$ cat config.mk
export PLATFORM = sky130hd
export DESIGN_NAME = lps_divider
export DESIGN_NICKNAME = d
export VERILOG_FILES = /design/src/rtl/core/latency_percentile_stats_assert.svh /design/src/rtl/core/lps_divider.sv
export SDC_FILE = /design/constraint.sdc
export NUM_CORES = 1
export LEC_CHECK = 0
export ABC_AREA = 1
export BUFFER_PORTS_ARGS = -buffer_cell sky130_fd_sc_hd__clkbuf_2
export CORE_MARGIN = 4
export CORE_UTILIZATION = 30
export DETAILED_ROUTE_END_ITERATION = 16
export PLACE_DENSITY = 0.52
export SLEW_MARGIN = 20
export SYNTH_ARGS = -nofsm -noshare
export SYNTH_HDL_FRONTEND = slang
export SYNTH_SLANG_ARGS = --single-unit
$ cat constraint.sdc
create_clock -name clock -period 5.5 [get_ports clock]
set_input_delay 1.1 -clock clock [delete_from_list [all_inputs] [get_ports clock]]
set_output_delay 1.1 -clock clock [all_outputs]
set_load 0.02 [all_outputs]
$ cat src/rtl/core/latency_percentile_stats_assert.svh
// Assertion macros shared by the statistics block.
`ifndef LATENCY_PERCENTILE_STATS_ASSERT_SVH
`define LATENCY_PERCENTILE_STATS_ASSERT_SVH
// Check that a condition implies a consequence on the next clock.
`define LPS_ASSERT_NEXT(label, cond, cons, msg) \
   label: assert property (@(posedge clock) disable iff (reset) (cond) |=> (cons)) \
      else $error(msg);
// Check that a condition holds at every clock.
`define LPS_ASSERT_ALWAYS(label, cond, msg) \
   label: assert property (@(posedge clock) disable iff (reset) (cond)) else $error(msg);
`endif

$ cat src/rtl/core/lps_divider.sv
// Restoring divider, one quotient bit a cycle; gives floor(num*256/den)
// saturated to the average width.
module lps_divider (
   input  logic        clock,
   input  logic        reset,
   input  logic        start,
   input  logic [63:0] num,
   input  logic [31:0] den,
   output logic        done,
   output logic [39:0] quot
);
   localparam int NumW = 72;
   logic [NumW-1:0] num_ff, num_in;
   logic [32:0]     rem_ff, rem_in;
   logic [NumW-1:0] q_ff, q_in;
   logic [6:0]      cnt_ff, cnt_in;
   logic            busy_ff, busy_in;
   logic            done_ff, done_in;
   logic [32:0]     trial;

   always_comb begin
      num_in  = num_ff;
      rem_in  = rem_ff;
      q_in    = q_ff;
      cnt_in  = cnt_ff;
      busy_in = busy_ff;
      done_in = 1'b0;
      trial   = {rem_ff[31:0], num_ff[NumW-1]};
      if (start) begin
         num_in  = {num, 8'd0};
         rem_in  = '0;
         q_in    = '0;
         cnt_in  = 7'(NumW);
         busy_in = 1'b1;
      end else if (busy_ff) begin
         num_in = {num_ff[NumW-2:0], 1'b0};
         if (trial >= {1'b0, den}) begin
            rem_in = trial - {1'b0, den};
            q_in   = {q_ff[NumW-2:0], 1'b1};
         end else begin
            rem_in = trial;
            q_in   = {q_ff[NumW-2:0], 1'b0};
         end
         cnt_in = cnt_ff - 7'd1;
         if (cnt_ff == 7'd1) begin
            busy_in = 1'b0;
            done_in = 1'b1;
         end
      end
   end

   always_ff @(posedge clock) begin
      if (reset) begin
         busy_ff <= 1'b0;
         done_ff <= 1'b0;
      end else begin
         busy_ff <= busy_in;
         done_ff <= done_in;
      end
      num_ff <= num_in;
      rem_ff <= rem_in;
      q_ff   <= q_in;
      cnt_ff <= cnt_in;
   end

   assign done = done_ff;
   assign quot = (q_ff[NumW-1:40] != '0) ? '1 : q_ff[39:0];
endmodule

==> Word level (Yosys, flattened, before mapping) <==
Cells that the tools add are included.
Widths: inputs -> output; s select.
{ "word_totals": {"regBits": 177, "inputBits": 99, "out_inout_bits": 41, "elab_cells": 23} }
{ "classes": {"add_sub_neg": 2, "n_lt_le_gt_ge": 1, "eq_ne": 1, "mux": 9, "bitwise": 1, "n_reduce_logical": 3} }
{ "ops": {"columns": ["cell", "n"], "rows": [
  ["$mux 72", 2],
  ["$mux 40", 1],
  ["$ge 33x32->1", 1],
  ["$mux 32", 1],
  ["$reduce_bool 32->1", 1],
  ["$sub 32x32->32", 1],
  ["$eq 7x1->1 const B", 1],
  ["$sub 7x1->7 const B", 1],
  ["$mux 1", 5],
  ["$reduce_or 3->1", 1],
  ["$reduce_bool 2->1", 1],
  ["$not 1->1", 1]
]} }

==> Depth between registers and ports, before layout <==
{ "depth": {"depth_word": 4, "ltp_mapped": 17, "depth_no_buf": 16} }

==> Least setup slack after synthesis <==
OpenSTA, ideal clock, no wires.
{ "synth_timing": {"path_kind": "input -> register", "startpoint": "input port start", "endpoint": "register num_ff[10], enable pin", "setup_time_ns": 0.454, "arrival_ns": 3.511, "required_time_ns": 5.046, "path_slack_ns": 1.535, "path_stages": 4, "path_buffers": 2, "path_cell_list": "clkbuf_1 nor2_1 inv_2 clkbuf_1"} }
{ "synth_between": {"elab_chain_len": 1} }
{ "synth_lines": {"columns": ["element", "line", "rtl"], "rows": [
  ["from (decl)", "lps_divider.sv:6", "input logic start,"],
  ["$reduce_bool 2->1 (no line)", null, null],
  ["to (signal assigned)", "lps_divider.sv:60", "num_ff <= num_in;"],
  ["to (decl)", "lps_divider.sv:13", "logic [NumW-1:0] num_ff, num_in;"]
]} }
No other way between the ends.
A chain may end at the register's enable or synchronous reset.

==> Worst setup path in the final report <==
{ "layout_timing": {"startpoint": "register q_ff[54]", "endpoint": "output port quot[3]"} }
{ "layout_between": {"elab_chain_len": 2} }
{ "layout_lines": {"columns": ["element", "line", "rtl"], "rows": [
  ["from (decl)", "lps_divider.sv:15", "logic [NumW-1:0] q_ff, q_in;"],
  ["from (signal assigned)", "lps_divider.sv:62", "q_ff <= q_in;"],
  ["$reduce_bool 32->1", "lps_divider.sv:67", "assign quot = (q_ff[NumW-1:40] != '0) ? '1 : q_ff[39:0];"],
  ["$mux 40", "lps_divider.sv:67", null],
  ["to (decl)", "lps_divider.sv:10", "output logic [39:0] quot"]
]} }
No other way between the ends.

==> flow_metrics.env <==
export IMPL_cts_inserted_buffers=17
export IMPL_skew_ns=0.0145
export IMPL_yosys_top_cells_count="nand2_1, inv_1, dfxtp_1, nand3_1, o22ai_1"
export IMPL_drt_iter0_markers=461
export IMPL_ioPinCount=140
export IMPL_avgSynthCellArea_sq_um=7.01
export IMPL_grt_overflow_total=0
export IMPL_syn_inst=1384
export IMPL_outcome="finished clean"
export IMPL_grt_max_degree=90
export IMPL_worstPathArrival_ns=2.57
export IMPL_syn_cell_area_sq_um=9710
export IMPL_vias=8574
export IMPL_reg2reg_slack_ns=3.05
export IMPL_die_y_um=188
export IMPL_dieArea_sq_um=35300
export IMPL_clk_pin_slew_ns=0.07
export IMPL_crit_fanout=29
export IMPL_ys_ff_latch=177
export IMPL_drc=0
export IMPL_slew_headroom_pct=30.3
export IMPL_maxCapViolations=0
export IMPL_grtUsageTotal_pct=14.5
export IMPL_worst_slew_pin_transition_ns=1.05
export IMPL_synth_edf_count=64
export IMPL_r2r_start="rem_ff[19]$_SDFFE_PP0P_"
export IMPL_die_w_um=188
export IMPL_synth_top_area_share_pct=23.3
export IMPL_rows=65
export IMPL_post_cts_buffers=0
export IMPL_h_tree_depth=4
export IMPL_grt_pass1_wl_mm=42.3
export IMPL_syn_to_final_growth_pct=16.7
export IMPL_cts_tree="built"
export IMPL_r2r_end="rem_ff[31]$_SDFFE_PP0P_"
export IMPL_maxSlewViolCount=0
export IMPL_avgViaCountPerCell=4.47
export IMPL_cts_root_buf="clkbuf_16"
export IMPL_gp_congestion=0.888
export IMPL_synth_nets=1518
export IMPL_routed_wl_mm=25.0
export IMPL_clk_path_buf_depth=2
export IMPL_hold_buffers=0
export IMPL_synth_seq_area_share_pct=43.1
export IMPL_whs_ns=0.465
export IMPL_synth_top_cell_by_area="dfxtp_1"
export IMPL_min_period_ns=3.67
export IMPL_fin_crit_sh_pct=66.8
export IMPL_ctsResizeCount=0
export IMPL_holdPathStages=2
export IMPL_detail_route_wl_per_cell_um=13.0
export IMPL_crit_required_ns=4.40
export IMPL_hold_path_end="q_ff[71]$_SDFFE_PP0P_"
export IMPL_start_util_pct=30.6
export IMPL_dp_hpwl_mm=18.2
export IMPL_drive_above_1_share_pct=13.7
export IMPL_nNetsFinal=1637
export IMPL_ys_flop_type="dfxtp_1"
export IMPL_yosysWarningCount=0
export IMPL_rsz0062_at_grt="false"
export IMPL_peakVddDrop_uv=229
export IMPL_final_core_util_pct=35.7
export IMPL_n_antenna_cell=0
export IMPL_synthMostInstantiatedCell="nand2_1"
export IMPL_min_from="q_ff[71]$_SDFFE_PP0P_"
export IMPL_grt_pass1_vias=8525
export IMPL_antenna_found_initial=2
export IMPL_powerDensity_nw_per_um2=255
export IMPL_worst_skew_pair_late_latency_ns=0.44
export IMPL_drt_pass1_iter_count=5
export IMPL_ys_types=38
export IMPL_finalHoldViolCount=0
export IMPL_core_area_sq_um=31700
export IMPL_fmax_mhz=272
export IMPL_power_leakage_nw=6.00
export IMPL_reg2regPathDepth=15
export IMPL_cp_end_kind="output port"
export IMPL_port_buffers=139
export IMPL_postRouteAntennaNets=0
export IMPL_setup_viol=0
export IMPL_worstSetupPathType="reg -> out"
export IMPL_cts_sinks=177
export IMPL_synth_area_leaders="dfxtp_1, nand2_1, edfxtp_1"
export IMPL_finalSetupTns_ns=0
export IMPL_async_flop_share_pct=0
export IMPL_hold_path_class="reg -> reg"
export IMPL_cp_start_kind="flop"
-- how the worst max path moves through the flow --
stage	cells after the start	endpoint	slack [ns]	from
global placement	15	rem_ff[29]$_SDFFE_PP0P_	2.14	den[30]
finish	6	quot[3]	1.83	q_ff[54]$_SDFFE_PP0P_
global route	8	quot[3]	1.60	q_ff[45]$_SDFFE_PP0P_
detailed placement	15	rem_ff[29]$_SDFFE_PP0P_	2.12	den[30]
floorplan	4	num_ff[10]$_DFFE_PP_	1.54	start
CTS	6	quot[3]	1.73	q_ff[54]$_SDFFE_PP0P_
-- cell families (layout without fill, tap and decap cells) --
kind of cell               count (synthesis)  in the layout  share of synthesized area (%)
AOI/OAI and AO/OA                        117            117                           7.10
and+or+nand+nor                          750            750                           32.3
buffers and inverters                    290            421                           11.6
DFF                                      177            177                           43.1
adders and majority gates                 35             35                           4.59
xor gates and xnor gates                  15             15                           1.35
-- worst max-delay path: stages (launching register included) --
cell	delay, ns
dfxtp_1	0.31
nor4_1	0.35
nand4_1	0.17
nor3_2	0.58
buf_4	0.41
nand2_1	0.12
clkbuf_2	0.19
-- registers in the layout (all words and copies together) (netlist names) --
signal and count:
busy_ff 1, cnt_ff 7, done 1, num_ff 64
q_ff 72, rem_ff 32
-- stage by stage --
stage               instances  setup WS [ns]  total power [mW]  area (sq um)
detailed placement       1886           2.12              1.72         10800
finish                   1917           1.83              2.89         11300
CTS                      1917           1.73              2.93         11300
global route             1917           1.60              3.02         11300
global placement         1886           2.14              1.72         10800
floorplan                1384           1.54              1.63          9710
-- cells in the final DEF, fill, tap and decap left out, drive strengths merged, types with 3 or more instances in the layout --
master | synthesis | routed
a21oi | 25 | 25
buf | 12 | 7
clkbuf | 34 | 159
clkinv | 0 | 4
dfxtp | 113 | 113
edfxtp | 64 | 64
ha | 34 | 34
inv | 244 | 249
nand2 | 580 | 580
nand3 | 74 | 74
nand3b | 14 | 14
nand4 | 11 | 11
nor2 | 54 | 54
nor3 | 7 | 7
nor4 | 7 | 7
o21ai | 15 | 15
o21bai | 3 | 3
o22ai | 71 | 71
xnor2 | 9 | 9
xor2 | 6 | 6
-- routing by layer --
metal / GRT usage [%] / up-vias / part of all wire (%)
li1: - / 4561 / -
met1: 18.8 / 3835 / 47
met3: 3.78 / 18 / 4.7
met4: 3.59 / 2 / 1.2
met2: 24.1 / 158 / 47
met5: 0 / - / 0.048
-- power breakdown --
part	switching, mW	internal (mW)
Combinational	0.162	0.0873
Sequential	0.0177	1.42
Clock	0.557	0.640
-- area by class of cell --
cell class,count,area [sq um]
Tap cell,402,503
Multi-Input combinational cell,917,4410
Clock inverter,11,91.3
Fill cell,3520,20400
Inverter,244,920
Timing Repair Buffer,146,748
Clock buffer,20,479
Sequential cell,177,4180
No activity file was read; power rests on OpenSTA's default activity.
