## config.mk

```make
export PLATFORM = sky130hd
export DESIGN_NAME = lps_cell
export DESIGN_NICKNAME = d
export VERILOG_FILES = /design/src/rtl/core/latency_percentile_stats_assert.svh /design/src/rtl/core/lps_cell.sv
export SDC_FILE = /design/constraint.sdc
export NUM_CORES = 1
export LEC_CHECK = 0
export ABC_AREA = 1
export ABC_CLOCK_PERIOD_IN_PS = 3550
export CORE_UTILIZATION = 35
export DETAILED_ROUTE_END_ITERATION = 10
export DONT_BUFFER_PORTS = 1
export SYNTH_ARGS = -nofsm -noshare
export SYNTH_HDL_FRONTEND = slang
export SYNTH_SLANG_ARGS = --single-unit
```

## constraint.sdc

```tcl
create_clock -name clock -period 3.55 [get_ports clock]
set_input_delay 0.355 -clock clock [delete_from_list [all_inputs] [get_ports clock]]
set_output_delay 0.355 -clock clock [all_outputs]
set_load 0.01 [all_outputs]
```

## src/rtl/core/latency_percentile_stats_assert.svh

```systemverilog
// Assertion macros shared by the statistics block.
`ifndef LATENCY_PERCENTILE_STATS_ASSERT_SVH
`define LATENCY_PERCENTILE_STATS_ASSERT_SVH
// Check that a condition implies a consequence on the next clock.
`define LPS_ASSERT_NEXT(label, cond, cons, msg) \
   label: assert property (@(posedge clock) disable iff (reset) (cond) |=> (cons)) \
      else $error(msg);
// Check that a condition holds at every clock.
`define LPS_ASSERT_ALWAYS(label, cond, msg) \
   label: assert property (@(posedge clock) disable iff (reset) (cond)) else $error(msg);
`endif

```

## src/rtl/core/lps_cell.sv

```systemverilog
// One entry of the sorted chain: keeps its value, or takes the new word or its
// left neighbor's value so that the row stays ascending.
module lps_cell (
   input  logic        clock,
   input  logic        insert,
   input  logic        valid_here,
   input  logic        left_takes,
   input  logic [31:0] left_value,
   input  logic [31:0] new_value,
   output logic        takes,
   output logic [31:0] value
);
   logic [31:0] value_ff;
   logic [31:0] value_in;

   // A valid entry above the new word moves right; first such entry takes it.
   assign takes = !valid_here || (value_ff > new_value);

   always_comb begin
      value_in = value_ff;
      if (insert && takes) begin
         value_in = left_takes ? left_value : new_value;
      end
   end

   always_ff @(posedge clock) begin
      value_ff <= value_in;
   end

   assign value = value_ff;
endmodule

```

Word-level counts from Yosys, hierarchy flattened
Index checks and enable logic that the tools add are counted.
Widths: inputs -> output; s select.

storage, ports and cells
  flip-flop bits (word level) = 32
  latch bits = 0
  bits in writable memories = 0
  bits in read-only memories = 0
  bits of input ports = 68
  memories kept = 0

cells by class
  $add $sub $neg = 0
  multiply operators = 0
  divide/modulo/power cells = 0
  $lt $le $gt $ge = 1
  eq/ne operators = 0
  shifts and indexed selects = 0
  multiplexer cells = 1
  bitwise logic cells = 0
  reduce and logical (&&, ||, !) cells = 3

operators by type and width
  cell               number
  $gt 32x32->1       1
  $mux 32            1
  $logic_and 1x1->1  1
  $logic_not 1->1    1
  $logic_or 1x1->1   1

Longest topological paths before layout
Gate-level depths: netlist of run 1.

  word-level depth = 3
  gate-level depth with buffers = 15
  mapped depth without buffers = 15

Least setup slack after synthesis of run 1
Ideal clock, no wire load.

  kind = reg2reg
  start = register value_ff[23] (netlist: value[23])
  end = register value_ff[0] (netlist: value[0]) (enable)
  setup time = 0.400 ns
  arrival time = 2.248 ns
  data required time = 3.150 ns
  path slack = 0.902 ns
  stages on the path, launching flop included = 10
  path through = edfxtp_1 -> ha_1 -> nand2_1 -> nor2_2 -> nand4_1 -> nor2_2 -> nand2_1 -> nand2_1 -> nand2_2 -> a21oi_2

between the ends
  word-level cells in the longest chain between the ends = 3

RTL lines
  what                      RTL line        text
  start: declaration        lps_cell.sv:13  logic [31:0] value_ff;
  start signal: assignment  lps_cell.sv:27  value_ff <= value_in;
  $gt 32x32->1              lps_cell.sv:17  assign takes = !valid_here || (value_ff > new_value);
  $logic_or 1x1->1          lps_cell.sv:17
  $logic_and 1x1->1         lps_cell.sv:21  if (insert && takes) begin

Every way passes these cells.
A chain may end at the register's enable or synchronous reset.

Worst setup path in the final report of run 1
  start = register value_ff[23] (netlist: value[23])
  end = register value_ff[21] (netlist: value[21]) (enable)

The elaborated chain is that of the path after synthesis.

==> results of run 1 <==
==> stage by stage <==
stage	power [mW]	util, %	hold slack [ps]
finish	0.9045	39.22	268.3
global route	0.9654	39.22	264.5
CTS	0.9262	39.22	257.6
detailed placement	0.6528	37.87	556.0
global placement	0.6481	37.87	552.6
floorplan	0.6151	-	542.1
==> critical path: stages (launching register included) <==
cell and delay [ps]:
edfxtp_1 450, ha_1 330, nand2_1 80, nor2_2 120
nand4_1 120, nor2_2 130, nand2_1 60, nand2_1 60
nand2_2 70, a21oi_4 420, buf_12 240
==> path summary, 6_finish.rpt <==
path,from,to,slack (ps),cells past startpoint
hold reg to reg,value[4],value[11],1270,6
setup reg to reg,value[23],value[21],1150,10
setup / recovery,value[23],value[21],1150,10
hold / removal,left_value[18],value[18],270,2
==> synthesized netlist by cell type (2+ instances only) <==
cell type	number	area share (%)
nand2_1	66	12
inv_1	38	6.6
o21ai_0	33	7.7
edfxtp_1	32	45
ha_1	32	19
a21oi_1	14	3.3
nor2_1	6	1.0
clkbuf_1	5	0.87
nor2_2	4	1.2
nand4_1	3	0.87
buf_2	2	0.47
o21a_1	2	0.70
==> cell families after synthesis <==
family | after synthesis | synth area share, %
buf+inv | 46 | 8.149
flops | 32 | 44.70
mux | 1 | 0.5238
simple gates | 82 | 15.60
compound gates | 51 | 12.40
fa+ha+maj | 32 | 18.63
==> power by group <==
part / total, mW / internal (mW) / leakage (nW) / switching, mW
combinational: 0.149 / 0.0607 / 0.717 / 0.0881
sequential: 0.491 / 0.457 / 0.309 / 0.0341
clock: 0.265 / 0.136 / 0.0399 / 0.129
total: 0.904 / 0.654 / 1.07 / 0.251
==> layer usage <==
layer	routed length (um)	vias up
li1	-	813
met1	1905	676
met2	2015	63
met3	383	6
met4	64	0
met5	0	-
==> layout make-up <==
class / count / area [um2] / area share, %
clock inverters: 1 / 3.754 / 0.1616
inverters: 39 / 146.4 / 6.304
multi-input cells: 166 / 1021 / 43.97
clock buffers: 7 / 76.32 / 3.287
well taps: 75 / 93.84 / 4.041
repair buffers: 1 / 20.02 / 0.8621
flip-flops and latches: 32 / 960.9 / 41.38
==> flow_summary.ini, run 1 <==
[yosys]
syn-cell-area_um2 = 2150
synthesis.nets = 344
async_flop_share_pct = 0
synth.distinct_cells = 19
synth-main-ff-cell = edfxtp_1
ys_seq_area_share_pct = 44.70
synth-edff-count = 32
synth_seq_cells = 32
synth_cells = 244
syn_avg_cell_area_um2 = 8.810
synth_warnings = 0

[floorplan]
die_area_um2 = 6459
start_util_pct = 36.31
ioPinCount = 101
die_h_um = 80.37
core_area_um2 = 5921
die_w_um = 80.37
rows = 28

[sta]
rsz0062_at_grt = no
setup_tns_ps = 0
relSlewSlack_pct = 66.91
worst_pin_slew_ps = 495.3
finalCritPeriodShare_pct = 67.69
max_freq_mhz = 416.2
drv_slew = 0
clock_skew_ps = 4.717
final_hold_viol_count = 0
period_minus_slack_ps = 2403
setup_violations = 0
layout_setup_ws_ps = 1147

[finish]
nNetsFinal = 345
layout_common_cells = 66 x nand2_1, 38 x inv_1, 33 x o21ai_0, 32 x ha_1, 32 x edfxtp_1
largest_register_ffs = 32
antenna-diode-count = 0
fill_cells = 616
layout.cells.non_filler = 321
final_common_cell = nand2_1
final_area_um2 = 2322
drive_gt1_share_pct = 6.098
syn_to_final_growth_pct = 8.033

[global_route]
antenna_found_initial = 0
grt_pass1_wl_mm = 6.658
grt_max_degree = 64
track_usage_pct = 14.00
top_usage_layer = met2
grt_pass1_vias = 1456
use_met3_pct = 5.455
grtUsageMet2_pct = 23.05
grt_remaining_overflow = 0
use_met1_pct = 16.20

[power]
power_density_nw_per_um2 = 389.5
p_leak_nw = 1.066
vdd_drop_max_uv = 160.6

[setup_path]
arrival_ps = 2390
path_class = reg2reg
required_ps = 3540
start_kind = flop
cp_max_fo = 20
critPathCaptureType = flop

[routing]
drt-total-wl_mm = 4.369
wl_per_cell_um = 13.61
drc = 0
viasPerCell = 4.854
vias = 1558
ant_nets = 0
drt_pass1_iterations = 4
drtIter0Drc = 41

[clock_network]
clk-insertion-delay-late_ps = 280
cts_made_buffers = 5
cts_resized = 0
root_buffer = clkbuf_8
htree_num_levels = 2
clkTransAtPathRegs_ps = 70
clockBufferDepth = 2
clkSinkCount = 32
hold_buffers = 0
post-cts-setup-buffers = 0
cts_tree = yes

[placed_design]
post_dp_cell_area_um2 = 2242
place_inst = 313
place_ws_ps = 1063
port_buffers = 0
place_congestion = 0.6991
dp_hpwl_mm = 3.480

[outcome]
status = finished, final reports clean

[hold_path]
hold_class = in2reg

[run]
max_cap_viol_count = 0
No activity file was read; power rests on OpenSTA's default activity.
==> run 2, diff against run 1 <==
--- a/config.mk
+++ b/config.mk
@@ -6,7 +6,7 @@
 export NUM_CORES = 1
 export LEC_CHECK = 0
 export ABC_AREA = 1
-export ABC_CLOCK_PERIOD_IN_PS = 3550
+export ABC_CLOCK_PERIOD_IN_PS = 2400
 export CORE_UTILIZATION = 35
 export DETAILED_ROUTE_END_ITERATION = 10
 export DONT_BUFFER_PORTS = 1
==> constraint.sdc (replaced) <==
create_clock -name clock -period 2.4 [get_ports clock]
set_input_delay 0.24 -clock clock [delete_from_list [all_inputs] [get_ports clock]]
set_output_delay 0.24 -clock clock [all_outputs]
set_load 0.01 [all_outputs]
==> run 2 against run 1 <==
Count of clock-buffer cells in the layout stayed put; first-iteration DRC count grew 12%; register-to-register slack got worse by 860 ps; sequential power increased by 48%; total power rose by 48%; worst hold slack lost 120 ps; sequential cell count is the same; sequential share of layout area hardly changed; critical path depth unchanged; die area unchanged; global-route usage fell by 0.17 points; worst setup slack worse by 860 ps; largest power group unchanged; largest cell class unchanged.
==> flow_summary.ini, run 2 (synthesized netlist as in run 1, its figures left out) <==
[setup_path]
cp_max_fo = 13
cpMostUsedCell = nand2_1
critPathCaptureType = flop
required_ps = 2380
arrival_ps = 2090
critical-path-max-stage-delay_ps = 450
crit_buf_inv = 1
path_class = reg2reg
slowest_stage = edfxtp_1
crit_chain = ha_1 -> nand2_1 -> nor3_2 -> nand2_1 -> nand2_1 -> nand2_1 -> nand2_1 -> nand2_2 -> a21oi_4 -> buf_4
crit_family = simple AND/OR/NAND/NOR gates
start_kind = flop

[power]
clockPowerShare_pct = 29.5
vdd_drop_max_uv = 258.2
p_int_mw = 0.9668
seqPwrFrac_pct = 54.2
swShare_pct = 27.84
p_leak_nw = 1.072
switching_power_mw = 0.3730
power_density_nw_per_um2 = 576.3
power_frac_comb_pct = 16.3

[outcome]
status = finished, final reports clean

[finish]
nNetsFinal = 347
syn_to_final_growth_pct = 8.149
final_area_um2 = 2325
antenna-diode-count = 0
drive_gt1_share_pct = 6.855
layout_common_cells = 66 x nand2_1, 38 x inv_1, 33 x o21ai_0, 32 x ha_1, 32 x edfxtp_1
largest_register_ffs = 32
fill_cells = 609
layout.cells.non_filler = 323
final_common_cell = nand2_1

[routing]
wl_per_cell_um = 13.20
vias = 1569
viasPerCell = 4.858
drt-total-wl_mm = 4.264
ant_nets = 0
drtIter0Drc = 46
drc = 0
drt_pass1_iterations = 3

[floorplan]
die_area_um2 = 6459
ioPinCount = 101
start_util_pct = 36.31
rows = 28
die_h_um = 80.37
die_w_um = 80.37
core_area_um2 = 5921

[clock_network]
cts_tree = yes
cts_resized = 0
clk-insertion-delay-late_ps = 280
hold_buffers = 0
clkSinkCount = 32
post-cts-setup-buffers = 0
cts_made_buffers = 5
clockBufferDepth = 2
htree_num_levels = 2
root_buffer = clkbuf_8
clkTransAtPathRegs_ps = 70

[sta]
rsz0062_at_grt = no
relSlewSlack_pct = 86.60
layout_setup_ws_ps = 285.9
final_hold_viol_count = 0
finalCritPeriodShare_pct = 88.09
worst_pin_slew_ps = 198.9
max_freq_mhz = 473.0
timing.hold.ws_ps = 148.7
drv_slew = 0
period_minus_slack_ps = 2114
clock_skew_ps = 6.591
setup_tns_ps = 0
setup_violations = 0

[placed_design]
place_inst = 315
post_dp_cell_area_um2 = 2245
port_buffers = 0
dp_hpwl_mm = 3.455
place_congestion = 0.7316
place_ws_ps = 271.0

[global_route]
track_usage_pct = 13.83
use_met1_pct = 15.70
grtUsageMet2_pct = 22.80
grt_max_degree = 64
antenna_found_initial = 0
use_met3_pct = 5.227
top_usage_layer = met2
grt_pass1_vias = 1477
grt_remaining_overflow = 0
grt_pass1_wl_mm = 6.589

[run]
max_cap_viol_count = 0

[hold_path]
hold_class = in2reg
run 2: cell count changes in the layout (fill, tap and decap cells not counted):
cell,change
buf_4,+3
buf_12,-1
run 2: per-layer routing:
metal	wire length [um]	up-vias
met5	0	-
met3	331	7
li1	-	818
met2	2004	61
met1	1843	683
met4	85	0
run 2: area by class of cell:
cell class / count / area [um2] / area share, %
Clock buffer: 7 / 76.32 / 3.283
Clock inverter: 1 / 3.754 / 0.1615
Inverter: 39 / 146.4 / 6.297
Multi-Input combinational cell: 166 / 1021 / 43.92
Sequential cell: 32 / 960.9 / 41.33
Tap cell: 75 / 93.84 / 4.037
Timing Repair Buffer: 3 / 22.52 / 0.9688
run 2: worst paths after layout:
check / startpoint / to / slack [ps] / depth (start not counted)
worst max-delay path: value[15] / value[30] / 290 / 10
worst min-delay path: left_value[8] / value[8] / 150 / 2
worst max register to register: value[15] / value[30] / 290 / 10
worst min register to register: value[4] / value[11] / 1350 / 7
run 2: per-stage QoR:
stage / power, mW / util [%]
4_1_cts: 1.358 / 39.26
2_1_floorplan: 0.9114 / -
5_1_grt: 1.423 / 39.26
3_3_place_gp: 0.9584 / 37.91
3_5_place_dp: 0.9633 / 37.91
6_report: 1.340 / 39.26
run 2: power by group through the flow:
stage	combinational [mW]	clock, mW	sequential (mW)
after floorplan	0.183	0	0.729
after global placement	0.220	0	0.739
after detailed placement	0.224	0	0.739
after CTS	0.226	0.404	0.727
after global routing	0.263	0.429	0.732
final	0.219	0.395	0.726
==> run 3, diff against run 2 <==
--- a/config.mk
+++ b/config.mk
@@ -5,8 +5,8 @@
 export SDC_FILE = /design/constraint.sdc
 export NUM_CORES = 1
 export LEC_CHECK = 0
-export ABC_AREA = 1
 export ABC_CLOCK_PERIOD_IN_PS = 2400
+export CORE_MARGIN = 2
 export CORE_UTILIZATION = 35
 export DETAILED_ROUTE_END_ITERATION = 10
 export DONT_BUFFER_PORTS = 1
==> run 3 against run 2 <==
Routed wire length is 17% higher; critical path depth down 2; synthesized area up 0.17%; synthesized cell count is 12% lower; global-route usage increased by 0.28 points; non-clock buffer count up 35; via count is 6.5% higher; first-iteration DRC count decreased by 26%; core utilization up 7.7 points; cell count grew 0.93%; count of clock-buffer cells in the layout fell by 2; largest cell class unchanged; largest power group unchanged.
==> flow_summary.ini, run 3 <==
[placed_design]
place_ws_ps = 70.91
port_buffers = 0
dp_hpwl_mm = 3.815
place_congestion = 0.7163

[clock_network]
cts_tree = yes
htree_num_levels = 2
cts_made_buffers = 5
clkSinkCount = 32
root_buffer = clkbuf_8
clk-insertion-delay-late_ps = 280
clockBufferDepth = 2
clkTransAtPathRegs_ps = 60
hold_buffers = 0

[yosys]
synth_cells = 215
async_flop_share_pct = 0
synth_top_area_cell = edfxtp_1
synthTopCellsByArea = edfxtp_1 45%, ha_1 19%, o21ai_0 7.9%
ys_seq_area_share_pct = 44.63
synth_warnings = 0
yosys-top-cells-count = 34 x nand2_1, 34 x o21ai_0, 33 x inv_1, 32 x edfxtp_1, 32 x ha_1
synthesis.nets = 315
syn_avg_cell_area_um2 = 10.02
synth-edff-count = 32
synth_seq_cells = 32
yosysTopAreaCellShare_pct = 44.63
synth.distinct_cells = 26
syn-cell-area_um2 = 2153
synth-main-ff-cell = edfxtp_1

[routing]
viasPerCell = 5.126
drc = 0
drt-total-wl_mm = 4.974
wl_per_cell_um = 15.26
ant_nets = 0
drt_pass1_iterations = 4
vias = 1671
drtIter0Drc = 34

[sta]
period_minus_slack_ps = 2386
final_hold_viol_count = 0
max_freq_mhz = 419.1
worst_pin_slew_ps = 385.6
clock_skew_ps = 7.324
rsz0062_at_grt = yes
setup_violations = 0
finalCritPeriodShare_pct = 99.42
layout_setup_ws_ps = 13.86
drv_slew = 0
relSlewSlack_pct = 74.21

[finish]
antenna-diode-count = 0
nNetsFinal = 353
final_common_cell = nand2_1
fin_util_pct = 46.94
layout_common_cells = 34 x nand2_1, 33 x inv_1, 33 x o21ai_0, 33 x buf_4, 32 x edfxtp_1
drive_gt1_share_pct = 25.90
largest_register_ffs = 32
fill_cells = 580
syn_to_final_growth_pct = 29.05

[global_route]
grt_max_degree = 64
grt_remaining_overflow = 0
track_usage_pct = 14.10
grt_pass1_vias = 1585
antenna_found_initial = 0
grt_pass1_wl_mm = 7.120

[setup_path]
reg2regPathDepth = 8
critPathCaptureType = flop
r2r_slack_ps = 10
arrival_ps = 2380
cp_max_fo = 9
start_kind = flop
path_class = reg2reg
r2r_end = value[7]
required_ps = 2400
r2r_start = value[27]

[floorplan]
start_util_pct = 36.37
die_w_um = 82.44
core_area_um2 = 5921
die_area_um2 = 6796
ioPinCount = 101
rows = 28
die_h_um = 82.44

[power]
power_mw = 1.427
p_leak_nw = 1.224
vdd_drop_max_uv = 319.6
power_density_nw_per_um2 = 513.6

[run]
max_cap_viol_count = 0

[hold_path]
hold_class = in2reg
holdCritStartpoint = left_value[16]
min_to = value[16]
min_path_cells = 2

[outcome]
status = finished, final reports clean
==> run 3: cell types whose count changed in the layout (fill, tap and decap cells not counted), moves of 3 or more <==
cell,before,now
ha_1,32,26
inv_1,38,33
nor2_2,4,0
ha_4,0,6
a21oi_1,14,10
buf_4,3,33
nor2_1,6,1
nand2_1,66,34
a21o_1,1,4
nor4_4,0,3
nand3_1,1,5
==> run 3: per-stage QoR <==
stage	hold slack [ps]	area [um2]	instances	setup TNS, ps
floorplan	427.1	2217	215	-12180
global placement	438.8	2542	314	0
detailed placement	442.0	2542	314	0
CTS	143.1	2618	319	0
global route	151.1	2779	326	-3424
finish	152.7	2779	326	0
==> run 3: critical path, cell delays in order (launching register included) <==
cell and delay [ps]:
edfxtp_1 440, ha_4 300, nand4_1 90, buf_6 150
nor4_4 340, o41ai_4 170, a211oi_4 290, buf_4 160
clkbuf_16 150
==> run 3: worst max-delay path by stage <==
stage / slack [ps] / start / depth (start not counted) / end
finish: 10 / value[27] / 8 / value[7]
global route: -120 / value[26] / 8 / value[7]
detailed placement: 70 / value[27] / 6 / value[20]
CTS: 20 / value[1] / 6 / takes
floorplan: -380 / value[11] / 6 / value[0]
global placement: 100 / value[29] / 6 / value[20]
==> run 3: layout make-up <==
| cell class | instances | area [um2] | area share (%) |
|---|---|---|---|
| clock buffers | 5 | 68.82 | 2.476 |
| multi-input cells | 143 | 1196 | 43.04 |
| repair buffers | 38 | 335.3 | 12.07 |
| flip-flops and latches | 32 | 960.9 | 34.58 |
| inverters | 33 | 123.9 | 4.457 |
| well taps | 75 | 93.84 | 3.377 |
==> run 3: logic make-up (layout without fill, tap and decap cells) <==
logic type,Yosys count,after routing,share of synthesized area [%]
adders and majority gates,32,32,18.59
muxes,1,1,0.5229
and+or+nand+nor,53,53,13.65
DFF,32,32,44.63
AOI/OAI and AO/OA,57,57,15.63
buffers and inverters,40,76,6.973
==> run 3: per-layer routing <==
layer	vias up	global-route usage [%]	wire, um
met3	6	4.457	388
met5	-	0	0
met4	0	4.500	59
li1	840	-	-
met1	756	17.96	2227
met2	69	22.74	2298
==> run 3: power by group <==
part           internal, mW  switching, mW  leakage (nW)
Sequential            0.674         0.0298         0.308
Combinational         0.173          0.182         0.880
Clock                 0.187          0.182        0.0359
Total                  1.03          0.394          1.22
==> run 3: timing repair <==
item	in CTS	in global routing
resized for setup	1	12
gates cloned	0	1
pin swaps	0	8
setup endpoints to repair	1	33
setup buffers	0	6
